--- src/sv/ess_pkg.sv ---
// Shared types and constants of the escaped string scanner.
`default_nettype none
package ess_pkg;

  localparam int unsigned ByteW  = 8;
  localparam int unsigned CountW = 16;
  localparam int unsigned KindW  = 2;

  // Result kinds
  localparam logic [KindW-1:0] KindData  = 2'd0;
  localparam logic [KindW-1:0] KindOk    = 2'd1;
  localparam logic [KindW-1:0] KindError = 2'd2;

  // Characters the scanner recognizes
  localparam logic [ByteW-1:0] ChNul   = 8'h00;
  localparam logic [ByteW-1:0] ChTab   = 8'h09;
  localparam logic [ByteW-1:0] ChLf    = 8'h0a;
  localparam logic [ByteW-1:0] ChCr    = 8'h0d;
  localparam logic [ByteW-1:0] ChSpace = 8'h20;
  localparam logic [ByteW-1:0] ChBs    = 8'h08;
  localparam logic [ByteW-1:0] ChFf    = 8'h0c;
  localparam logic [ByteW-1:0] ChZero  = 8'h30;
  localparam logic [ByteW-1:0] ChSeven = 8'h37;
  localparam logic [ByteW-1:0] ChB     = 8'h62;
  localparam logic [ByteW-1:0] ChF     = 8'h66;
  localparam logic [ByteW-1:0] ChN     = 8'h6e;
  localparam logic [ByteW-1:0] ChR     = 8'h72;
  localparam logic [ByteW-1:0] ChS     = 8'h73;
  localparam logic [ByteW-1:0] ChT     = 8'h74;

  localparam logic [ByteW-1:0]  EscReset = 8'h5c;
  localparam logic [CountW-1:0] CountMax = 16'hffff;

  typedef struct packed {
    logic [CountW-1:0] copied_total;
    logic [ByteW-1:0]  out_byte;
    logic [KindW-1:0]  kind;
    logic              last;
  } res_t;

  // Up to two results produced by one accepted byte
  typedef struct packed {
    logic [1:0] num;
    res_t       r0;
    res_t       r1;
  } push_t;

endpackage
`default_nettype wire

--- src/sv/ess_core.sv ---
// Scanner state and the per-byte decode that turns one byte into zero to two results.
`default_nettype none
module ess_core (
  input  wire logic               clk_i,
  input  wire logic               rst_ni,
  input  wire logic               cfg_we_i,
  input  wire logic [7:0]         cfg_wdata_i,
  input  wire logic               accept_i,
  input  wire logic [7:0]         text_byte_i,
  input  wire logic               starts_string_i,
  input  wire logic               quoted_i,
  output      ess_pkg::push_t     push_o
);
  import ess_pkg::*;

  localparam logic [1:0] PhIdle = 2'd0;
  localparam logic [1:0] PhBody = 2'd1;
  localparam logic [1:0] PhEsc  = 2'd2;
  localparam logic [1:0] PhOct  = 2'd3;

  logic [1:0]        phase_q, phase_d;
  logic              qmode_q, qmode_d;
  logic [ByteW-1:0]  qbyte_q, qbyte_d;
  logic [ByteW-1:0]  acc_q, acc_d;
  logic [1:0]        digs_q, digs_d;
  logic [CountW-1:0] cnt_q, cnt_d;
  logic [ByteW-1:0]  esc_q;
  push_t             push;
  logic              do_body;

  function automatic push_t append(push_t p, logic [ByteW-1:0] b, logic [KindW-1:0] k,
                                   logic [CountW-1:0] c);
    res_t r;
    r.copied_total = c;
    r.out_byte     = b;
    r.kind         = k;
    r.last         = 1'b0;
    if (p.num == 2'd0) begin
      p.r0 = r;
    end else begin
      p.r1 = r;
    end
    p.num = p.num + 2'd1;
    return p;
  endfunction

  function automatic logic [CountW-1:0] bump(logic [CountW-1:0] c);
    return (c == CountMax) ? c : c + 1'b1;
  endfunction

  always_comb begin
    phase_d = phase_q;
    qmode_d = qmode_q;
    qbyte_d = qbyte_q;
    acc_d   = acc_q;
    digs_d  = digs_q;
    cnt_d   = cnt_q;
    do_body = 1'b0;
    push    = '0;

    if (starts_string_i) begin
      // Abandon any open string and start over
      cnt_d   = '0;
      acc_d   = '0;
      digs_d  = '0;
      qbyte_d = '0;
      qmode_d = quoted_i;
      if (quoted_i) begin
        if (text_byte_i == ChNul) begin
          phase_d = PhIdle;
          push    = append(push, ChNul, KindError, cnt_d);
        end else begin
          qbyte_d = text_byte_i;
          phase_d = PhBody;
        end
      end else begin
        phase_d = PhBody;
        do_body = 1'b1;
      end
    end else begin
      case (phase_q)
        PhBody: do_body = 1'b1;
        PhEsc: begin
          phase_d = PhBody;
          case (text_byte_i)
            ChNul: begin
              phase_d = PhIdle;
              push    = append(push, ChNul, KindError, cnt_d);
            end
            ChZero: begin
              phase_d = PhOct;
              acc_d   = '0;
              digs_d  = '0;
            end
            default: begin
              cnt_d = bump(cnt_d);
              case (text_byte_i)
                ChB:     push = append(push, ChBs, KindData, cnt_d);
                ChF:     push = append(push, ChFf, KindData, cnt_d);
                ChN:     push = append(push, ChLf, KindData, cnt_d);
                ChR:     push = append(push, ChCr, KindData, cnt_d);
                ChS:     push = append(push, ChSpace, KindData, cnt_d);
                ChT:     push = append(push, ChTab, KindData, cnt_d);
                default: push = append(push, text_byte_i, KindData, cnt_d);
              endcase
            end
          endcase
        end
        PhOct: begin
          if (text_byte_i inside {[ChZero:ChSeven]}) begin
            acc_d  = {acc_q[4:0], text_byte_i[2:0]};
            digs_d = digs_q + 2'd1;
            if (digs_q == 2'd2) begin
              digs_d  = '0;
              phase_d = PhBody;
              cnt_d   = bump(cnt_d);
              push    = append(push, acc_d, KindData, cnt_d);
            end
          end else begin
            // Cut short: flush the value, then treat the byte as ordinary text
            digs_d  = '0;
            phase_d = PhBody;
            cnt_d   = bump(cnt_d);
            push    = append(push, acc_q, KindData, cnt_d);
            do_body = 1'b1;
          end
        end
        default: phase_d = PhIdle;
      endcase
    end

    if (do_body) begin
      if (text_byte_i == ChNul) begin
        phase_d = PhIdle;
        push    = append(push, ChNul, qmode_d ? KindError : KindOk, cnt_d);
      end else if (qmode_d && text_byte_i == qbyte_d) begin
        phase_d = PhIdle;
        push    = append(push, ChNul, KindOk, cnt_d);
      end else if (!qmode_d && (text_byte_i == ChSpace || text_byte_i == ChTab ||
                                text_byte_i == ChCr || text_byte_i == ChLf)) begin
        phase_d = PhIdle;
        push    = append(push, ChNul, KindOk, cnt_d);
      end else if (text_byte_i == esc_q) begin
        phase_d = PhEsc;
      end else begin
        cnt_d = bump(cnt_d);
        push  = append(push, text_byte_i, KindData, cnt_d);
      end
    end

    // Mark the final result of this byte
    if (push.num == 2'd1) begin
      push.r0.last = 1'b1;
    end else if (push.num == 2'd2) begin
      push.r1.last = 1'b1;
    end
  end

  always_ff @(posedge clk_i or negedge rst_ni) begin
    if (!rst_ni) begin
      phase_q <= PhIdle;
      qmode_q <= 1'b0;
      qbyte_q <= '0;
      acc_q   <= '0;
      digs_q  <= '0;
      cnt_q   <= '0;
      esc_q   <= EscReset;
    end else begin
      if (cfg_we_i) begin
        esc_q <= cfg_wdata_i;
      end
      if (accept_i) begin
        phase_q <= phase_d;
        qmode_q <= qmode_d;
        qbyte_q <= qbyte_d;
        acc_q   <= acc_d;
        digs_q  <= digs_d;
        cnt_q   <= cnt_d;
      end
    end
  end

  always_comb begin
    push_o     = push;
    push_o.num = accept_i ? push.num : 2'd0;
  end

`ifndef NO_ASSERTIONS
  a_end_goes_idle: assert property (@(posedge clk_i) disable iff (!rst_ni)
    (push_o.num != 2'd0 && ((push_o.num == 2'd1 && push_o.r0.kind != KindData) ||
     (push_o.num == 2'd2 && push_o.r1.kind != KindData))) |=> phase_q == PhIdle)
    else $error("end result did not return the scanner to idle");
  a_pair_starts_with_data: assert property (@(posedge clk_i) disable iff (!rst_ni)
    push_o.num == 2'd2 |-> push_o.r0.kind == KindData && !push_o.r0.last)
    else $error("first of two results must be a data byte");
  a_octal_digits_bounded: assert property (@(posedge clk_i) disable iff (!rst_ni)
    digs_q != 2'd3)
    else $error("octal digit counter overran");
  a_idle_silent: assert property (@(posedge clk_i) disable iff (!rst_ni)
    (phase_q == PhIdle && !starts_string_i) |-> push_o.num == 2'd0)
    else $error("result produced while idle");
`endif

endmodule
`default_nettype wire

--- src/sv/ess_outq.sv ---
// Small result queue: takes up to two results per cycle, hands out one per cycle while ready_i is high.
`default_nettype none
module ess_outq #(
  parameter int unsigned DEPTH = 4
) (
  input  wire logic           clk_i,
  input  wire logic           rst_ni,
  input  wire ess_pkg::push_t push_i,
  output      logic           room_o,
  output      logic           valid_o,
  input  wire logic           ready_i,
  output      ess_pkg::res_t  res_o
);
  import ess_pkg::*;

  localparam int unsigned PtrW = $clog2(DEPTH);
  localparam int unsigned CntW = $clog2(DEPTH + 1);
  localparam logic [CntW-1:0] RoomMax = CntW'(DEPTH - 2);

  res_t            mem_q [DEPTH];
  logic [PtrW-1:0] wptr_q, rptr_q;
  logic [CntW-1:0] count_q;
  logic            pop;

  assign pop     = valid_o && ready_i;
  assign valid_o = (count_q != '0);
  assign room_o  = (count_q <= RoomMax);
  assign res_o   = mem_q[rptr_q];

  always_ff @(posedge clk_i) begin
    if (push_i.num != 2'd0) begin
      mem_q[wptr_q] <= push_i.r0;
    end
    if (push_i.num == 2'd2) begin
      mem_q[wptr_q + 1'b1] <= push_i.r1;
    end
  end

  always_ff @(posedge clk_i or negedge rst_ni) begin
    if (!rst_ni) begin
      wptr_q  <= '0;
      rptr_q  <= '0;
      count_q <= '0;
    end else begin
      wptr_q  <= wptr_q + PtrW'(push_i.num);
      rptr_q  <= rptr_q + PtrW'(pop);
      count_q <= count_q + CntW'(push_i.num) - CntW'(pop);
    end
  end

`ifndef NO_ASSERTIONS
  a_no_overflow: assert property (@(posedge clk_i) disable iff (!rst_ni)
    push_i.num != 2'd0 |-> room_o)
    else $error("results pushed without room");
  a_count_bounded: assert property (@(posedge clk_i) disable iff (!rst_ni)
    count_q <= CntW'(DEPTH))
    else $error("queue count beyond depth");
  a_count_tracks: assert property (@(posedge clk_i) disable iff (!rst_ni)
    (push_i.num == 2'd0 && !pop) |=> $stable(count_q))
    else $error("queue count moved with no push or pop");
`endif

endmodule
`default_nettype wire

--- src/sv/escaped_string_scanner.sv ---
// Top level of the escaped string scanner: stream ports, scanner core and result queue.
`default_nettype none
// The scanner reads one source byte per request on the slave stream and emits the
// unescaped string on the master stream. A request with tuser[0] set opens a new string,
// abandoning any open one; with tuser[1] also set, that byte is the quote character and
// the string runs to the next matching byte, otherwise it runs to a space, tab, CR or LF.
// The byte in the escape register (reset backslash; the user must write it through
// cfg_we_i/cfg_wdata_i only while the block is idle, which the block does not enforce)
// introduces an escape: b f n r s t become control characters or space, escape-zero takes
// up to three more octal digits, anything else passes as is. A NUL ends the string:
// successfully in plain mode, with an error in quoted mode or right after an escape. Each
// data result carries the running count of copied bytes (saturating at 65535); the end
// result (tuser 1 ok, 2 error) carries the final count and tlast marks the final result
// caused by each request. Bytes outside a string are dropped. Timing: every byte is
// decoded in the cycle it is accepted, so the slave side takes one byte per clock while
// tready is high. Results leave one per clock while the sink is ready, through a
// QUEUE_DEPTH entry queue (power of two, 2 to 32); a byte that cuts an octal escape short
// can yield two results. tready drops when fewer than two queue slots are free; with the
// default depth and an always-ready sink, plain text streams at one byte per clock.
module escaped_string_scanner #(
  parameter int unsigned QUEUE_DEPTH = 4
) (
  input  wire logic        clk_i,
  input  wire logic        rst_ni,
  // escape register write
  input  wire logic        cfg_we_i,
  input  wire logic [7:0]  cfg_wdata_i,
  // source bytes
  input  wire logic        s_axis_tvalid,
  output      logic        s_axis_tready,
  input  wire logic [7:0]  s_axis_tdata,   // [7:0] text_byte
  input  wire logic [1:0]  s_axis_tuser,   // [0] starts_string, [1] quoted
  // results
  output      logic        m_axis_tvalid,
  input  wire logic        m_axis_tready,
  output      logic [23:0] m_axis_tdata,   // [7:0] out_byte, [23:8] copied_total
  output      logic [1:0]  m_axis_tuser,   // [1:0] kind
  output      logic        m_axis_tlast    // last result of the request
);
  import ess_pkg::*;

  logic  accept;
  logic  room;
  push_t push;
  res_t  res;

  // Take a byte only while the queue can absorb the worst case of two results
  assign s_axis_tready = room;
  assign accept        = s_axis_tvalid && s_axis_tready;

  ess_core u_core (
    .clk_i           (clk_i),
    .rst_ni          (rst_ni),
    .cfg_we_i        (cfg_we_i),
    .cfg_wdata_i     (cfg_wdata_i),
    .accept_i        (accept),
    .text_byte_i     (s_axis_tdata),
    .starts_string_i (s_axis_tuser[0]),
    .quoted_i        (s_axis_tuser[1]),
    .push_o          (push)
  );

  ess_outq #(
    .DEPTH (QUEUE_DEPTH)
  ) u_outq (
    .clk_i   (clk_i),
    .rst_ni  (rst_ni),
    .push_i  (push),
    .room_o  (room),
    .valid_o (m_axis_tvalid),
    .ready_i (m_axis_tready),
    .res_o   (res)
  );

  // Pack the head result onto the master stream
  assign m_axis_tdata = {res.copied_total, res.out_byte};
  assign m_axis_tuser = res.kind;
  assign m_axis_tlast = res.last;

endmodule
`default_nettype wire

--- config.mk ---
export PLATFORM = sky130hd
export DESIGN_NAME = escaped_string_scanner
export DESIGN_NICKNAME = d
export VERILOG_FILES = /design/src/sv/ess_pkg.sv /design/src/sv/ess_core.sv /design/src/sv/ess_outq.sv /design/src/sv/escaped_string_scanner.sv
export SDC_FILE = /design/constraint.sdc
export NUM_CORES = 1
export LEC_CHECK = 0
export BUFFER_PORTS_ARGS = -buffer_cell sky130_fd_sc_hd__buf_2
export CORE_MARGIN = 4
export CORE_UTILIZATION = 52
export DETAILED_ROUTE_END_ITERATION = 8
export PLACE_DENSITY_LB_ADDON = 0.2
export SYNTH_ARGS = -nofsm -noshare
export SYNTH_HDL_FRONTEND = slang
export SYNTH_HIERARCHICAL = 1
export SYNTH_SLANG_ARGS = --single-unit
export TNS_END_PERCENT = 1
--- constraint.sdc ---
create_clock -name clk_i -period 5.8 [get_ports clk_i]
set_clock_uncertainty 0.2 [all_clocks]
set_input_delay 0.58 -clock clk_i [delete_from_list [all_inputs] [get_ports clk_i]]
set_output_delay 0.58 -clock clk_i [all_outputs]
set_load 0.005 [all_outputs]
==> results.py <==
metrics = {
    "status": {
        "status": "finished clean",
    },
    "global_route": {
        "gr-total-overflow": 0,
        "antenna_found_initial": 0,
        "grt_pass1_wl_um": 55760,
        "grt_max_degree": 53,
        "grt_use_total_pct": 29.41,
        "first_global_vias": 9670,
    },
    "synth": {
        "synthAdderAreaFrac_pct": 0.8274,
        "synthMuxAreaShare_pct": 18.70,
        "yosysSeqAreaShare_pct": 39.59,
        "syn_nets": 1160,
        "yosysTopAreaCell": "edfxtp_1",
        "synth_compound_area_share_pct": 17.69,
        "ys.flop_type": "edfxtp_1",
        "synth_top_area_share_pct": 28.22,
        "yosysUniqueCellTypes": 103,
        "synth_xor_area_share_pct": 2.134,
        "ys_warn_count": 6,
        "synth_simple_gate_area_share_pct": 16.78,
        "netlist_area_sq_um": 11490,
        "postSynthCellCount": 1130,
        "synth_top_family_by_area": "multiplexers",
        "synth_edf_count": 108,
        "synth.area.top_cells": "edfxtp_1, mux2_2, dfrtp_1, mux4_2, o21ai_0",
        "async_flop_share_pct": 32.50,
        "avgSynthCellArea_sq_um": 10.17,
        "ys_ff_latch": 160,
    },
    "route": {
        "drtPass1Iterations": 6,
        "antenna_left": 0,
        "avgViaCountPerCell": 6.830,
        "wl_per_cell_um": 24.57,
        "dr_total_vias": 10013,
        "wl_um": 36030,
        "drcViolationCount": 0,
        "drtIter0Drc": 1117,
    },
    "power": {
        "power_switching_mw": 1.657,
        "pwr-share-clk_pct": 26.0,
        "ir_worst_vdd_v": 0.0002126,
        "cellLeakagePower_nw": 4.625,
        "p_total_mw": 4.378,
        "intPower_mw": 2.721,
        "p_per_area_nw_per_um2": 342.5,
        "p_seq_share_pct": 38.3,
        "switching_share_pct": 37.86,
        "combPwrFrac_pct": 35.7,
    },
    "layout": {
        "post-route-util_pct": 58.75,
        "final_layout_size_suffix_gt1_share_pct": 27.91,
        "fill_cells": 1864,
        "final_cell_count_no_fill": 1466,
        "area_growth_pct": 11.23,
        "final_cell_area_sq_um": 12780,
        "final_cell_mix": "mux2_2, edfxtp_1, nand2_1, nor2_1, o21ai_0",
        "nets": 1203,
        "layout_commonest_cell": "mux2_2",
        "n_antenna_cell": 0,
    },
    "worst_setup_path": {
        "worstPathArrival_ns": 5.35,
        "cpMaxStageDelayCell": "or4_1",
        "r2r_slack_ns": 0.42,
        "cp_max_fo": 11,
        "crit_path_frequent_cell": "ha_1",
        "crit_required_ns": 5.78,
        "crit_path_end_kind": "register",
        "crit_chain": "ha_1 -> nand4_1 -> or4_1 -> a21boi_0 -> o32ai_1 -> inv_1 -> ha_1 -> nand3_1 -> or4_4 -> nor4_4 -> a2111oi_2 -> xnor2_1 -> o221ai_1 -> mux2_2",
        "slowest_delay_ns": 0.62,
        "crit_type": "register to register",
        "cp-start-kind": "register",
    },
    "floorplan": {
        "die_h_um": 156.7,
        "chipWidth_um": 156.7,
        "placementRows": 54,
        "dieArea_sq_um": 24540,
        "initial_core_util_pct": 52.82,
        "core_region_area_sq_um": 21760,
        "io_pins": 52,
    },
    "timing": {
        "slew_viol_final": 0,
        "relSlewSlack_pct": 28.04,
        "rsz0062_at_grt": "no",
        "setup_viol": 0,
        "tightest_slew_ns": 1.052,
        "setup_tns_ns": 0,
        "finalCritPeriodShare_pct": 92.68,
        "setup_slack_ns": 0.4244,
        "hold_violations": 0,
        "fmax_ghz": 0.1860,
        "min_period_ns": 5.376,
        "whs_ns": 0.09357,
    },
    "place": {
        "placed_area_sq_um": 12190,
        "port_buffers": 51,
        "place_inst": 1434,
        "gp_congestion": 1.063,
        "dpl.hpwl_um": 25120,
        "dpl_worst_slack_ns": 0.5824,
    },
    "clock_tree": {
        "hold_buffers": 0,
        "ctsHtreeMaxLevel": 4,
        "cts_sinks": 160,
        "cts_resized": 0,
        "cts-buffers-inserted": 17,
        "clkTransAtPathRegs_ns": 0.08,
        "cts_tree": "built",
        "clk_latency_ns": 0.43,
        "cts-root-buf": "clkbuf_16",
        "cts_buffer_depth": 2,
        "cts_setup_buffers": 0,
    },
    "min_path": {
        "hold_path_class": "input pin to asynchronous set/reset pin",
    },
    "run": {
        "timing.max_cap.violations": 0,
    },
}
state kept, by name (all words and copies together) (netlist names):
register,cells
u_core/acc_q,8
u_outq/count_q,3
u_core/phase_q,2
u_outq/rptr_q,2
u_core/digs_q,2
u_outq/mem_q,108
u_outq/wptr_q,2
u_core/qmode_q,1
u_core/esc_q,8
u_core/qbyte_q,8
u_core/cnt_q,16
layer usage:
| metal | vias to the layer above | global-route usage (%) | routed length [um] |
|---|---|---|---|
| met5 | - | 0 | 0 |
| met4 | 0 | 11.07 | 1336 |
| met3 | 103 | 5.006 | 3178 |
| met2 | 558 | 47.61 | 17070 |
| met1 | 4876 | 39.84 | 14430 |
| li1 | 4476 | - | - |
layout make-up:
type	instances	area, sq um	share of cell area (%)
multi-input combinational	860	6477	50.68
sequential	160	4551	35.60
timing repair buffer	110	723.2	5.658
clock buffer	17	425.4	3.328
tap	280	350.3	2.741
clock inverter	15	165.2	1.292
inverter	24	90.09	0.7048
worst max-delay path, delay by kind of cell, from the launching register on:
kind,cells,cell delay (ns)
compound gates,4,0.84
xor+xnor,1,0.20
fa+ha+maj,2,0.64
buf+inv,1,0.23
flops,1,0.54
mux,1,0.33
simple gates,5,2.14
cell usage after synthesis (all sizes together), types with 23 or more instances:
master	number
mux2	120
edfxtp	108
nand2	84
nor2	84
o21ai	75
a21oi	57
dfrtp	48
clkbuf	47
nand3	46
buf	39
mux4	27
nor3	27
a31oi	26
inv	23
logic make-up after synthesis:
family,after synthesis
simple gates,363
compound gates,296
mux,166
flops,160
buf+inv,110
xor+xnor,28
fa+ha+maj,7
power by group through the flow:
stage	Sequential [mW]	Clock, mW	Combinational [mW]
global route	1.71	1.20	1.70
finish	1.68	1.14	1.56
floorplan	1.53	0	1.19
global placement	1.70	0	1.51
CTS	1.68	1.15	1.54
detailed placement	1.70	0	1.53
final timing paths:
path,to,from,depth (start not counted)
hold reg to reg,u_core/qbyte_q[4]$_DFFE_PN0P_,u_core/qbyte_q[4]$_DFFE_PN0P_,2
max in group asynchronous,u_outq/rptr_q[0]$_DFF_PN0_,rst_ni,2
hold / removal,u_core/cnt_q[6]$_DFFE_PN0P_,rst_ni,2
setup / recovery,u_outq/mem_q[0][22]$_DFFE_PP_,u_core/cnt_q[0]$_DFFE_PN0P_,14
setup reg to reg,u_outq/mem_q[0][22]$_DFFE_PP_,u_core/cnt_q[0]$_DFFE_PN0P_,14
min in group clk_i,u_core/esc_q[4]$_DFFE_PN1P_,cfg_wdata_i[4],2
(Power assumes the default switching activity.)
